`src/hw/rtl/utf8sd_pkg.sv`:
```
// Shared types and constants for the UTF-8 stream decoder.
// No dependencies; imported by every other file of the block.
package utf8sd_pkg;

   localparam int unsigned BYTE_W  = 8;
   localparam int unsigned CP_W    = 21;
   localparam int unsigned CNT_W   = 3;
   localparam int unsigned VALUE_W = 31;

   localparam logic [VALUE_W-1:0] MAX_SCALAR = 31'h0010_FFFF;
   localparam logic [VALUE_W-1:0] SURR_LO    = 31'h0000_D800;
   localparam logic [VALUE_W-1:0] SURR_HI    = 31'h0000_DFFF;

   localparam logic [BYTE_W-1:0] LEAD_OVERLONG_LO = 8'hC0;
   localparam logic [BYTE_W-1:0] LEAD_OVERLONG_HI = 8'hC1;
   localparam logic [BYTE_W-1:0] CONT_LO          = 8'h80;
   localparam logic [BYTE_W-1:0] LEAD_LO          = 8'hC0;
   localparam logic [BYTE_W-1:0] LEAD_SIX         = 8'hFC;
   localparam logic [BYTE_W-1:0] LEAD_FIVE        = 8'hF8;
   localparam logic [BYTE_W-1:0] LEAD_FOUR        = 8'hF0;
   localparam logic [BYTE_W-1:0] LEAD_THREE       = 8'hE0;
   localparam logic [BYTE_W-1:0] LEAD_INVALID     = 8'hFE;
   localparam logic [BYTE_W-1:0] CONT_MASK        = 8'h3F;

   typedef struct packed {
      logic [BYTE_W-1:0] data_byte;
      logic              end_mark;
   } req_type;

   typedef struct packed {
      logic [CP_W-1:0]  code_point;
      logic [CNT_W-1:0] byte_count;
   } rsp_type;

   // Handshake between the pipeline shell and the decode core
   typedef struct packed {
      logic    fire;
      req_type item;
   } step_type;

   typedef struct packed {
      logic    emit;
      rsp_type result;
   } emit_type;

endpackage

```
`src/hw/rtl/utf8_stream_decoder.sv`:
```
// Path: an accepted byte passes the input register, then the result register, to reach rsp_valid.
// Throughput: one byte per cycle; the input register and result register both advance
// whenever the result register is empty or its transfer completes.
// Reset (synchronous, active high) clears both valid bits and the pending sequence.
// Top level of the UTF-8 stream decoder; depends on utf8sd_pkg and utf8sd_core.
module utf8_stream_decoder (
   input  logic                clock,
   input  logic                reset,
   input  logic                req_valid,
   output logic                req_ready,
   input  utf8sd_pkg::req_type req_data,
   output logic                rsp_valid,
   input  logic                rsp_ready,
   output utf8sd_pkg::rsp_type rsp_data
);
   import utf8sd_pkg::*;

   logic     in_valid_ff, in_valid_in;
   req_type  in_data_ff;
   logic     out_valid_ff, out_valid_in;
   rsp_type  out_data_ff;
   logic     advance;
   step_type step;
   emit_type dec;

   assign advance     = !out_valid_ff || rsp_ready;
   assign req_ready   = !in_valid_ff || advance;
   assign in_valid_in = req_ready ? req_valid : in_valid_ff;
   assign step.fire   = in_valid_ff && advance;
   assign step.item   = in_data_ff;
   assign out_valid_in = advance ? (step.fire && dec.emit) : out_valid_ff;

   utf8sd_core u_core (
      .clock (clock),
      .reset (reset),
      .step  (step),
      .out   (dec)
   );

   always_ff @(posedge clock) begin
      if (reset) begin
         in_valid_ff  <= 1'b0;
         out_valid_ff <= 1'b0;
      end else begin
         in_valid_ff  <= in_valid_in;
         out_valid_ff <= out_valid_in;
      end
   end

   always_ff @(posedge clock) begin
      if (req_valid && req_ready) begin
         in_data_ff <= req_data;
      end
      if (step.fire && dec.emit) begin
         out_data_ff <= dec.result;
      end
   end

   assign rsp_valid = out_valid_ff;
   assign rsp_data  = out_data_ff;

endmodule

```
`src/hw/rtl/utf8sd_core.sv`:
```
// Decode core: sequence state registers and the per-byte decode step.
// Depends on utf8sd_pkg.
module utf8sd_core (
   input  logic                clock,
   input  logic                reset,
   input  utf8sd_pkg::step_type step,
   output utf8sd_pkg::emit_type out
);
   import utf8sd_pkg::*;

   logic [CNT_W-1:0]   exp_len_ff, exp_len_in;
   logic [CNT_W-1:0]   rx_cnt_ff, rx_cnt_in;
   logic [VALUE_W-1:0] value_ff, value_in;
   logic               overlong_ff, overlong_in;

   logic [BYTE_W-1:0]  b;
   logic               is_cont;
   logic [VALUE_W-1:0] shifted;
   logic [CNT_W-1:0]   cnt_next;
   logic               value_ok;
   logic [CNT_W-1:0]   lead_len;
   logic [VALUE_W-1:0] lead_bits;

   assign b        = step.item.data_byte;
   assign is_cont  = (b >= CONT_LO) && (b < LEAD_LO);
   assign shifted  = {value_ff[VALUE_W-7:0], b[5:0] & CONT_MASK[5:0]};
   assign cnt_next = rx_cnt_ff + 3'd1;
   assign value_ok = !overlong_ff && (shifted <= MAX_SCALAR) &&
                     !((shifted >= SURR_LO) && (shifted <= SURR_HI));

   always_comb begin
      priority if (b >= LEAD_SIX) begin
         lead_len  = 3'd6;
         lead_bits = {30'd0, b[0]};
      end else if (b >= LEAD_FIVE) begin
         lead_len  = 3'd5;
         lead_bits = {29'd0, b[1:0]};
      end else if (b >= LEAD_FOUR) begin
         lead_len  = 3'd4;
         lead_bits = {28'd0, b[2:0]};
      end else if (b >= LEAD_THREE) begin
         lead_len  = 3'd3;
         lead_bits = {27'd0, b[3:0]};
      end else begin
         lead_len  = 3'd2;
         lead_bits = {26'd0, b[4:0]};
      end
   end

   always_comb begin
      exp_len_in           = exp_len_ff;
      rx_cnt_in            = rx_cnt_ff;
      value_in             = value_ff;
      overlong_in          = overlong_ff;
      out.emit              = 1'b0;
      out.result.code_point = shifted[CP_W-1:0];
      out.result.byte_count = exp_len_ff;
      if (step.fire) begin
         if ((exp_len_ff != '0) && is_cont) begin
            value_in  = shifted;
            rx_cnt_in = cnt_next;
            if (cnt_next >= exp_len_ff) begin
               // sequence complete: emit if legal, then start fresh
               out.emit    = value_ok;
               exp_len_in  = '0;
               rx_cnt_in   = '0;
               value_in    = '0;
               overlong_in = 1'b0;
            end else if (step.item.end_mark) begin
               exp_len_in  = '0;
               rx_cnt_in   = '0;
               value_in    = '0;
               overlong_in = 1'b0;
            end
         end else begin
            // drop anything pending, then treat the byte as a lead
            exp_len_in  = '0;
            rx_cnt_in   = '0;
            value_in    = '0;
            overlong_in = 1'b0;
            if ((b != '0) && (b < CONT_LO)) begin
               out.emit              = 1'b1;
               out.result.code_point = {13'd0, b};
               out.result.byte_count = 3'd1;
            end else if ((b >= LEAD_LO) && (b < LEAD_INVALID) && !step.item.end_mark) begin
               exp_len_in  = lead_len;
               rx_cnt_in   = 3'd1;
               value_in    = lead_bits;
               overlong_in = (b == LEAD_OVERLONG_LO) || (b == LEAD_OVERLONG_HI);
            end
         end
      end
   end

   always_ff @(posedge clock) begin
      if (reset) begin
         exp_len_ff  <= '0;
         rx_cnt_ff   <= '0;
         value_ff    <= '0;
         overlong_ff <= 1'b0;
      end else begin
         exp_len_ff  <= exp_len_in;
         rx_cnt_ff   <= rx_cnt_in;
         value_ff    <= value_in;
         overlong_ff <= overlong_in;
      end
   end

endmodule

```
`config.mk`:
```
export PLATFORM = sky130hd
export DESIGN_NAME = utf8_stream_decoder
export DESIGN_NICKNAME = d
export VERILOG_FILES = /design/src/hw/rtl/utf8sd_pkg.sv /design/src/hw/rtl/utf8_stream_decoder.sv /design/src/hw/rtl/utf8sd_core.sv
export SDC_FILE = /design/constraint.sdc
export NUM_CORES = 1
export LEC_CHECK = 0
export ABC_AREA = 1
export ABC_CLOCK_PERIOD_IN_PS = 3700
export BUFFER_PORTS_ARGS = -buffer_cell sky130_fd_sc_hd__buf_4
export CORE_AREA = 4 4 83 85
export DETAILED_ROUTE_END_ITERATION = 10
export DIE_AREA = 0 0 87 89
export HOLD_SLACK_MARGIN = 0.1
export PLACE_DENSITY = 0.81
export SLEW_MARGIN = 20
export SYNTH_ARGS = -nofsm -noshare
export SYNTH_HDL_FRONTEND = slang
export SYNTH_HIERARCHICAL = 1
export SYNTH_SLANG_ARGS = --single-unit
```
`constraint.sdc`:
```
create_clock -name clock -period 3.7 [get_ports clock]
set_input_delay 0.37 -clock clock [delete_from_list [all_inputs] [get_ports clock]]
set_output_delay 0.37 -clock clock [all_outputs]
set_load 0.01 [all_outputs]
```
==> flow_summary.toml, run 1 <==
[status]
status = "completed"

[floorplan]
die_h_um = 89
io_pins = 39
die_area_sq_um = 7740
die_x_um = 87
num_rows = 29
initial_core_util_pct = 49.8
core_area_sq_um = 6200

[logic_synthesis]
synthesis.area_sq_um = 3090
synth.avg_cell_area_sq_um = 8.59
netlist_instances = 360
yosys_warnings = 6
ys_seq_area_share_pct = 54.1
synth_cell_types = 30
synth_seq_cells = 67
synth_nets = 377

[job]
cap_viol_max_count = 0

[sta]
setup_viol = 0
timing.final.hold_violations = 0
slew_headroom_pct = 49.9
min_period_ps = 2680
setup_tns_ps = 0
fmaxAchievable_ghz = 0.373
finalCritPeriodShare_pct = 72.5
maxSlewViolCount = 0
finClkSkew_ps = 7.35
rsz0062_at_grt = "false"
max_slew.worst_pin.slew_ps = 750

[cells_and_area]
nFillCells = 534
post-route-cell-area_sq_um = 3620
drive_above_1_share_pct = 20.4
area_growth_pct = 17.0
fin_nets = 409
n_antenna_cell = 0

[clocking]
cts_sinks = 67
clockRootBuffer = "clkbuf_8"
clk_pin_slew_ps = 70
cts_setup_buffers = 0
clk_latency_ps = 340
cts_hold_buf = 0
htreeDepth = 3
tritoncts = "built"
clock_path_buffers = 2
numCtsBuffers = 9
ctsResizeCount = 0

[placement]
post-dp-hpwl_mm = 4.41
io_buffer_count = 38
place_area_sq_um = 3380
place_congestion = 0.942

[detailed_routing]
via_per_inst = 5.03
num_vias = 2384
drc = 0
top_layer = "met4"
wl_met2_mm = 3.14
drt_iter0_drc = 183
avgRoutedWirePerCell_um = 13.3
drt_wl_total_mm = 6.31
drtAntennaViolNets = 0
met3_length_um = 442
dr.pass1.iters = 5
wl_met1_mm = 2.65

[global_routing]
grt_pass1_wl_mm = 10.7
grt_max_degree = 39
grt_pass1_vias = 2273
antenna_found_initial = 0
grt_usage_pct = 18.0
overflow = 0

[power_and_ir_drop]
peakVddDrop_mv = 0.321
power.density_nw_per_um2 = 467
leakagePower_uw = 0.00163

[critical_path]
cp-endpoint = "rsp_data[20]$_DFFE_PP_"
endpoint_kind = "flop"
path_max_fanout = 38
regToRegSetupSlack_ps = 1020
required_ps = 3710
cp-start-kind = "flop"
reg2reg_from = "rsp_valid$_SDFFE_PP0P_"
reg2reg_depth = 12
startpoint = "rsp_valid$_SDFFE_PP0P_"
critPathKind = "reg2reg"
reg2reg_to = "rsp_data[20]$_DFFE_PP_"
crit_arrival_ps = 2700

[min_path]
holdCritPathClass = "in2reg"
-- layer usage --
metal	GRT usage (%)	vias up
li1	-	1215
met2	30.4	76
met4	7.65	0
met1	22.2	1084
met5	0	-
met3	3.96	9
-- logic make-up after synthesis --
family	after synthesis	share of synthesized area (%)
buffers and inverters	73	10.3
AND/OR/NAND/NOR	157	23.4
adder cells (fa/ha/maj)	4	1.62
flip-flops	67	54.1
XOR/XNOR	1	0.283
AO/OA/AOI/OAI	58	10.4
-- per-stage QoR --
step / worst slack (ps) / utilization (%) / hold WS, ps / instances / power (uW)
2_1_floorplan: 124 / - / 439 / 360 / 953
3_3_place_gp: 957 / 54.4 / 457 / 458 / 985
3_5_place_dp: 901 / 54.4 / 460 / 458 / 991
4_1_cts: 1050 / 58.3 / 185 / 474 / 1710
5_1_grt: 692 / 58.3 / 181 / 474 / 1760
6_report: 1020 / 58.3 / 204 / 474 / 1690
-- where the power goes --
part           internal (uW)  total (uW)  switching [uW]  leakage [uW]
Combinational           52.9         149            96.3      0.000907
Sequential               805         827            22.7      0.000601
Clock                    446         713             267      0.000119
Total                   1300        1690             386       0.00163
-- registers in the layout (all words and copies together), names as in the netlist --
| signal | count |
|---|---|
| u_core/value_ff | 25 |
| rsp_data | 24 |
| in_data_ff | 9 |
| u_core/exp_len_ff | 3 |
| u_core/rx_cnt_ff | 3 |
| in_valid_ff | 1 |
| rsp_valid | 1 |
| u_core/overlong_ff | 1 |
-- layout make-up --
| cell class | instances | area [sq um] | area share (%) |
|---|---|---|---|
| Multi-Input combinational cell | 220 | 1110 | 30.6 |
| Clock inverter | 7 | 116 | 3.22 |
| Clock buffer | 9 | 124 | 3.42 |
| Timing Repair Buffer | 40 | 300 | 8.30 |
| Inverter | 54 | 203 | 5.60 |
| Tap cell | 77 | 96.3 | 2.66 |
| Sequential cell | 67 | 1670 | 46.2 |
-- cell usage in the layout (no fill, tap or decap), drive strengths merged --
cell type / instances
nand2: 70
nor2: 61
inv: 54
buf: 40
dfxtp: 34
o21ai: 34
edfxtp: 33
a21oi: 17
nor3: 16
clkbuf: 9
nand4: 5
ha: 4
nand3: 4
bufinv: 3
o21bai: 3
clkinv: 3
a31oi: 2
clkinvlp: 1
xor2: 1
nand3b: 1
o21a: 1
a211oi: 1
-- critical path, cell delays in order (launching register included) --
cell     delay, ps
dfxtp_1        320
nand2_1         80
inv_1           60
nor2_1         450
inv_2          410
nor2_1         170
nand3_1         90
nor2_1         100
nand2_1         50
nand2_1         60
inv_1           80
nor3_2         150
buf_4          320
-- cells in the mapped netlist (all sizes together) --
| master | number | area, sq um |
|---|---|---|
| nor2 | 61 | 246 |
| nand3b | 1 | 7.51 |
| xor2 | 1 | 8.76 |
| a211oi | 1 | 7.51 |
| buf | 14 | 97.6 |
| a21oi | 17 | 85.1 |
| o21ai | 34 | 170 |
| dfxtp | 34 | 681 |
| a31oi | 2 | 27.5 |
| ha | 4 | 50.1 |
| o21a | 1 | 7.51 |
| nand2 | 70 | 270 |
| nor3 | 16 | 141 |
| nand4 | 5 | 31.3 |
| nand3 | 4 | 25.0 |
| o21bai | 3 | 22.5 |
| inv | 54 | 203 |
| edfxtp | 33 | 991 |
| clkbuf | 5 | 18.8 |
-- worst min-delay path by stage --
stage / startpoint / cells after the start / slack, ps / endpoint
6_report: req_data[2] / 1 / 200 / in_data_ff[2]$_DFFE_PP_
5_1_grt: req_data[1] / 1 / 180 / in_data_ff[1]$_DFFE_PP_
4_1_cts: req_data[7] / 1 / 180 / in_data_ff[7]$_DFFE_PP_
3_5_place_dp: u_core/overlong_ff$_SDFFE_PP0P_ / 2 / 460 / u_core/overlong_ff$_SDFFE_PP0P_
3_3_place_gp: u_core/overlong_ff$_SDFFE_PP0P_ / 2 / 460 / u_core/overlong_ff$_SDFFE_PP0P_
2_1_floorplan: reset / 1 / 440 / in_valid_ff$_SDFFE_PP0P_
Power figures use the tool's default switching activity.
==> run 2: changes to the inputs <==
ABC_CLOCK_PERIOD_IN_PS = 2300   (was 3700)
clock period = 2.3 ns   (was 3.7 ns; I/O delays follow)
==> flow_summary.toml, run 2 (synthesized netlist as in run 1, its figures left out) <==
[critical_path]
path_cells = "ha_4 > ha_4 > nand2_4 > nand2_2 > nand2_2 > nand2_4 > nand3_2 > nor2_1 > nand2_1 > nand2_1 > inv_2 > nor3_4 > buf_6 > clkbuf_16"
critPathKind = "reg2reg"
worst_path_max_delay_cell = "dfxtp_4"
reg2reg_depth = 14
cp-start-kind = "flop"
startpoint = "u_core/rx_cnt_ff[0]$_SDFFE_PP0P_"
endpoint_kind = "flop"
reg2reg_from = "u_core/rx_cnt_ff[0]$_SDFFE_PP0P_"
cpPeakStageDelay_ps = 370
required_ps = 2360
path_max_fanout = 6
crit_arrival_ps = 2310

[sta]
setup_viol = 0
hold-worst-slack_ps = 142
timing.final.hold_violations = 0
maxSlewViolCount = 0
max_slew.worst_pin.slew_ps = 386
fmaxAchievable_ghz = 0.444
finClkSkew_ps = 11.1
slew_headroom_pct = 74.3
finalCritPeriodShare_pct = 97.8
min_period_ps = 2250

[global_routing]
grt_max_degree = 38
grt_usage_pct = 18.8
overflow = 0
grt_pass1_wl_mm = 11.3
antenna_found_initial = 0
grt_pass1_vias = 2419

[detailed_routing]
num_vias = 2561
dr.pass1.iters = 5
drt_wl_total_mm = 7.22
drtAntennaViolNets = 0
drc = 0
via_per_inst = 5.19
avgRoutedWirePerCell_um = 14.6
drt_iter0_drc = 268

[cells_and_area]
largest_register_ffs = 25
regMostFlops = "u_core/value_ff"
area_growth_pct = 24.9
final_common_cell = "nand2_1"
most-common-layout-cells = "nand2_1, nor2_1, inv_1, buf_4, edfxtp_1"
post-route-cell-area_sq_um = 3860
drive_above_1_share_pct = 24.5
fin_nets = 428
n_antenna_cell = 0

[min_path]
holdCritPathClass = "in2reg"
hold_start = "req_valid"
hold_path_depth = 3

[floorplan]
die_area_sq_um = 7740
core_area_sq_um = 6200
io_pins = 39
initial_core_util_pct = 49.8
num_rows = 29
die_h_um = 89
die_x_um = 87

[clocking]
clk_pin_slew_ps = 70
clock_path_buffers = 2
htreeDepth = 3
clockRootBuffer = "clkbuf_8"
numCtsBuffers = 9
clk_latency_ps = 340
cts_sinks = 67
tritoncts = "built"

[placement]
place_congestion = 0.861
io_buffer_count = 38
place_area_sq_um = 3470
post-dp-hpwl_mm = 4.73

[status]
status = "completed"

[job]
cap_viol_max_count = 0

[power_and_ir_drop]
peakVddDrop_mv = 0.483
leakagePower_uw = 0.00171
power.density_nw_per_um2 = 673
==> run 2: stage by stage <==
stage / cells / power [uW] / util [%] / worst slack (ps) / setup TNS, ps
after floorplan: 360 / 1540 / - / -39.0 / -936
after detailed placement: 463 / 1620 / 55.9 / 167 / 0
final: 493 / 2600 / 62.2 / 50.0 / 0
after CTS: 488 / 2590 / 60.6 / 152 / 0
after global routing: 493 / 2700 / 62.2 / -51.1 / -827
after global placement: 463 / 1600 / 55.9 / 265 / 0
==> run 2: what timing repair did <==
item,CTS,global route
hold endpoints to repair,9,0
setup endpoints to repair,0,6
buffers inserted,0,2
gates resized for setup,0,7
hold buffers,9,0
==> run 2: area by class of cell <==
class,count,area [sq um]
clock buffer,9,124
clock inverter,7,76.3
fill,508,2340
inverter,54,203
multi-input combinational,220,1160
sequential,67,1680
tap,77,96.3
timing repair buffer,59,520
==> run 2: where the power goes <==
part	internal, uW	switching (uW)
logic	118	181
registers	1290	36.8
clock network	505	464
==> run 2: worst paths after layout <==
check | slack, ps | endpoint
min | 140 | in_valid_ff$_SDFFE_PP0P_
min reg2reg | 500 | u_core/overlong_ff$_SDFFE_PP0P_
max reg2reg | 50 | rsp_data[4]$_DFFE_PP_
max | 50 | rsp_data[4]$_DFFE_PP_
==> run 2: per-layer routing <==
layer | up-vias | share of wire, % | track usage (%)
li1 | 1249 | - | -
met1 | 1175 | 42 | 23.1
met2 | 120 | 50 | 32.0
met3 | 17 | 6.5 | 4.15
met4 | 0 | 2.2 | 8.22
met5 | - | 0 | 0
==> run 2: critical path, delay by kind of cell (launching register included) <==
kind / cells / cell delay (ps)
buf+inv: 3 / 380
simple gates: 9 / 730
flops: 1 / 370
fa+ha+maj: 2 / 490
==> run 3: changes to the inputs <==
ABC_AREA = not set   (was 1)
CORE_AREA = 4 4 95 70   (was 4 4 83 85)
DIE_AREA = 0 0 99 74   (was 0 0 87 89)
==> flow_summary.toml, run 3 <==
[power_and_ir_drop]
leakagePower_uw = 0.00137
peakVddDrop_mv = 0.334
total_power_uw = 2430
power.density_nw_per_um2 = 678

[logic_synthesis]
synth_top_cells_by_count = "dfxtp_1, edfxtp_1, nor3_1"
synthFlopType = "dfxtp_1"
yosys_warnings = 6
async_flop_share_pct = 0
synth.avg_cell_area_sq_um = 12.5
synthesis.area_sq_um = 2840
netlist_instances = 227
synth_cell_types = 49
synth_top_area_cell = "edfxtp_1"
synth_edf_count = 33
synth_seq_cells = 67
synth_nets = 244
synth.most_common_cell = "dfxtp_1"
ys_seq_area_share_pct = 59.0
synthTopCellsByArea = "edfxtp_1, dfxtp_1, mux2i_1"
yosys.area.top_type_share_pct = 35.0

[cells_and_area]
largest_register_ffs = 25
regMostFlops = "u_core/value_ff"
fin_nets = 301
nFillCells = 422
post-route-cell-area_sq_um = 3590
n_antenna_cell = 0
area_growth_pct = 26.5
regArea_sq_um = 1670
drive_above_1_share_pct = 30.8
final_common_cell = "buf_4"
multi_input_area_sq_um = 1070
most-common-layout-cells = "buf_4, edfxtp_1, dfxtp_1, nor3_1, mux2i_1"

[global_routing]
top_usage_layer = "met1"
grt_max_degree = 43
grt_pass1_vias = 1785
use_met1_pct = 25.2
antenna_found_initial = 0
gr-usage-met2_pct = 24.0
overflow = 0
grt_usage_pct = 17.5
grtUsageMet3_pct = 6.56
grt_pass1_wl_mm = 9.54

[clocking]
numCtsBuffers = 9
clk_latency_ps = 350
clk_pin_slew_ps = 80
htreeDepth = 3
tritoncts = "built"
cts_sinks = 67
clock_path_buffers = 2
clockRootBuffer = "clkbuf_8"

[status]
status = "finished with violations"
violations = "setup timing"

[floorplan]
die_x_um = 99
initial_core_util_pct = 50.0
io_pins = 39
die_area_sq_um = 7330
num_rows = 23
die_h_um = 74
core_area_sq_um = 5670

[detailed_routing]
drc = 0
via_per_inst = 5.38
avgRoutedWirePerCell_um = 17.0
drtAntennaViolNets = 0
num_vias = 1959
dr.pass1.iters = 5
drt_iter0_drc = 133
drt_wl_total_mm = 6.17

[critical_path]
cpPeakStageDelay_ps = 350
path_max_fanout = 6
worst_path_max_delay_cell = "dfxtp_2"
reg2reg_from = "u_core/rx_cnt_ff[0]$_SDFFE_PP0P_"
endpoint_kind = "flop"
path_buf_inv = 1
startpoint = "u_core/rx_cnt_ff[0]$_SDFFE_PP0P_"
required_ps = 2370
path_cells = "ha_4 > xor2_1 > ha_1 > a21o_2 > a31oi_4 > nor4_2 > or2_1 > nand2_2 > nor2b_4 > clkbuf_16"
critPathKind = "reg2reg"
cp_top_family = "simple AND/OR/NAND/NOR gates"
cp-start-kind = "flop"
crit_arrival_ps = 2420

[sta]
min_period_ps = 2340
timing.final.hold_violations = 0
slew_headroom_pct = 66.0
maxSlewViolCount = 0
finClkSkew_ps = 9.46
max_slew.worst_pin.slew_ps = 504
rsz0062_at_grt = "true"
finalCritPeriodShare_pct = 102
worst_slack_ps = -43.7
setup_viol = 24
fmaxAchievable_ghz = 0.427

[min_path]
holdCritPathClass = "in2reg"
hold_start = "req_valid"

[job]
cap_viol_max_count = 0

[placement]
place_area_sq_um = 3230
post-dp-hpwl_mm = 4.10
io_buffer_count = 38
place_congestion = 0.890
-- run 3: cell count changes after synthesis, sizes merged, moves of 4 or more --
cell	previous run	this run
nor2	61	7
nand4	5	0
and2	0	4
a21oi	17	4
mux2i	0	24
nor3	16	26
nand2	70	8
nor2b	0	15
inv	54	5
nand2b	0	4
nor4	0	4
o21ai	34	0
buf	14	10
-- run 3: worst register-to-register path: stages (launching register included) --
cell       delay, ps
dfxtp_2          350
ha_4             160
xor2_1           140
ha_1             300
a21o_2           160
a31oi_4           40
nor4_2           290
or2_1            150
nand2_2           70
nor2b_4          220
clkbuf_16        190
-- run 3: timing repair --
action                                  4_1_cts  5_1_grt
hold endpoints to repair                      9        0
pin swaps                                     0        3
buffers inserted                              0        1
gates cloned                                  0        2
resized for setup                             0        5
endpoints found under the setup margin       24       36
hold buffers                                  9        0
-- run 3: power breakdown --
part	leakage [uW]	internal [uW]	switching, uW
clock network	0.0000962	507	474
registers	0.000582	1270	19.0
logic	0.000688	78.6	87.5
total	0.00137	1850	580
-- run 3: path summary, 6_finish.rpt --
| path | endpoint | slack, ps | cells past startpoint |
|---|---|---|---|
| setup reg to reg | rsp_data[20]$_DFFE_PP_ | -40 | 10 |
| hold reg to reg | u_core/overlong_ff$_SDFFE_PP0P_ | 490 | 2 |
| setup / recovery | rsp_data[20]$_DFFE_PP_ | -40 | 10 |
| hold / removal | in_valid_ff$_SDFFE_PP0P_ | 130 | 3 |
-- run 3: kinds of logic (layout without fill, tap and decap cells) --
logic type	Yosys count	after routing	synth area share, %
mux	27	27	9.66
xor+xnor	2	2	0.618
fa+ha+maj	4	4	1.77
simple gates	85	85	18.4
flops	67	67	59.0
compound gates	20	20	6.18
buf+inv	22	84	4.41
-- run 3: routing by layer --
metal / vias up / share of wire, %
met5: - / 0
met4: 0 / 1.2
met3: 8 / 9.2
met2: 85 / 44
met1: 924 / 45
li1: 942 / -
-- run 3: stage by stage --
stage                     utilization, %  hold WS, ps  TNS (ps)  worst slack [ps]  std cells
after global placement              57.0          409         0              32.8        336
after CTS                           62.1          111      -509             -25.6        361
after floorplan                        -          299     -2820              -118        227
after global routing                63.3          134     -2830              -125        364
final                               63.3          127      -681             -43.7        364
after detailed placement            57.0          409      -564             -24.9        336
-- run 3: cell type report --
| cell class | count | share of cell area [%] |
|---|---|---|
| clock buffer | 9 | 3.45 |
| sequential | 67 | 46.7 |
| tap | 75 | 2.62 |
| clock inverter | 7 | 2.13 |
| timing repair buffer | 63 | 14.9 |
| inverter | 5 | 0.523 |
| multi-input combinational | 138 | 29.8 |
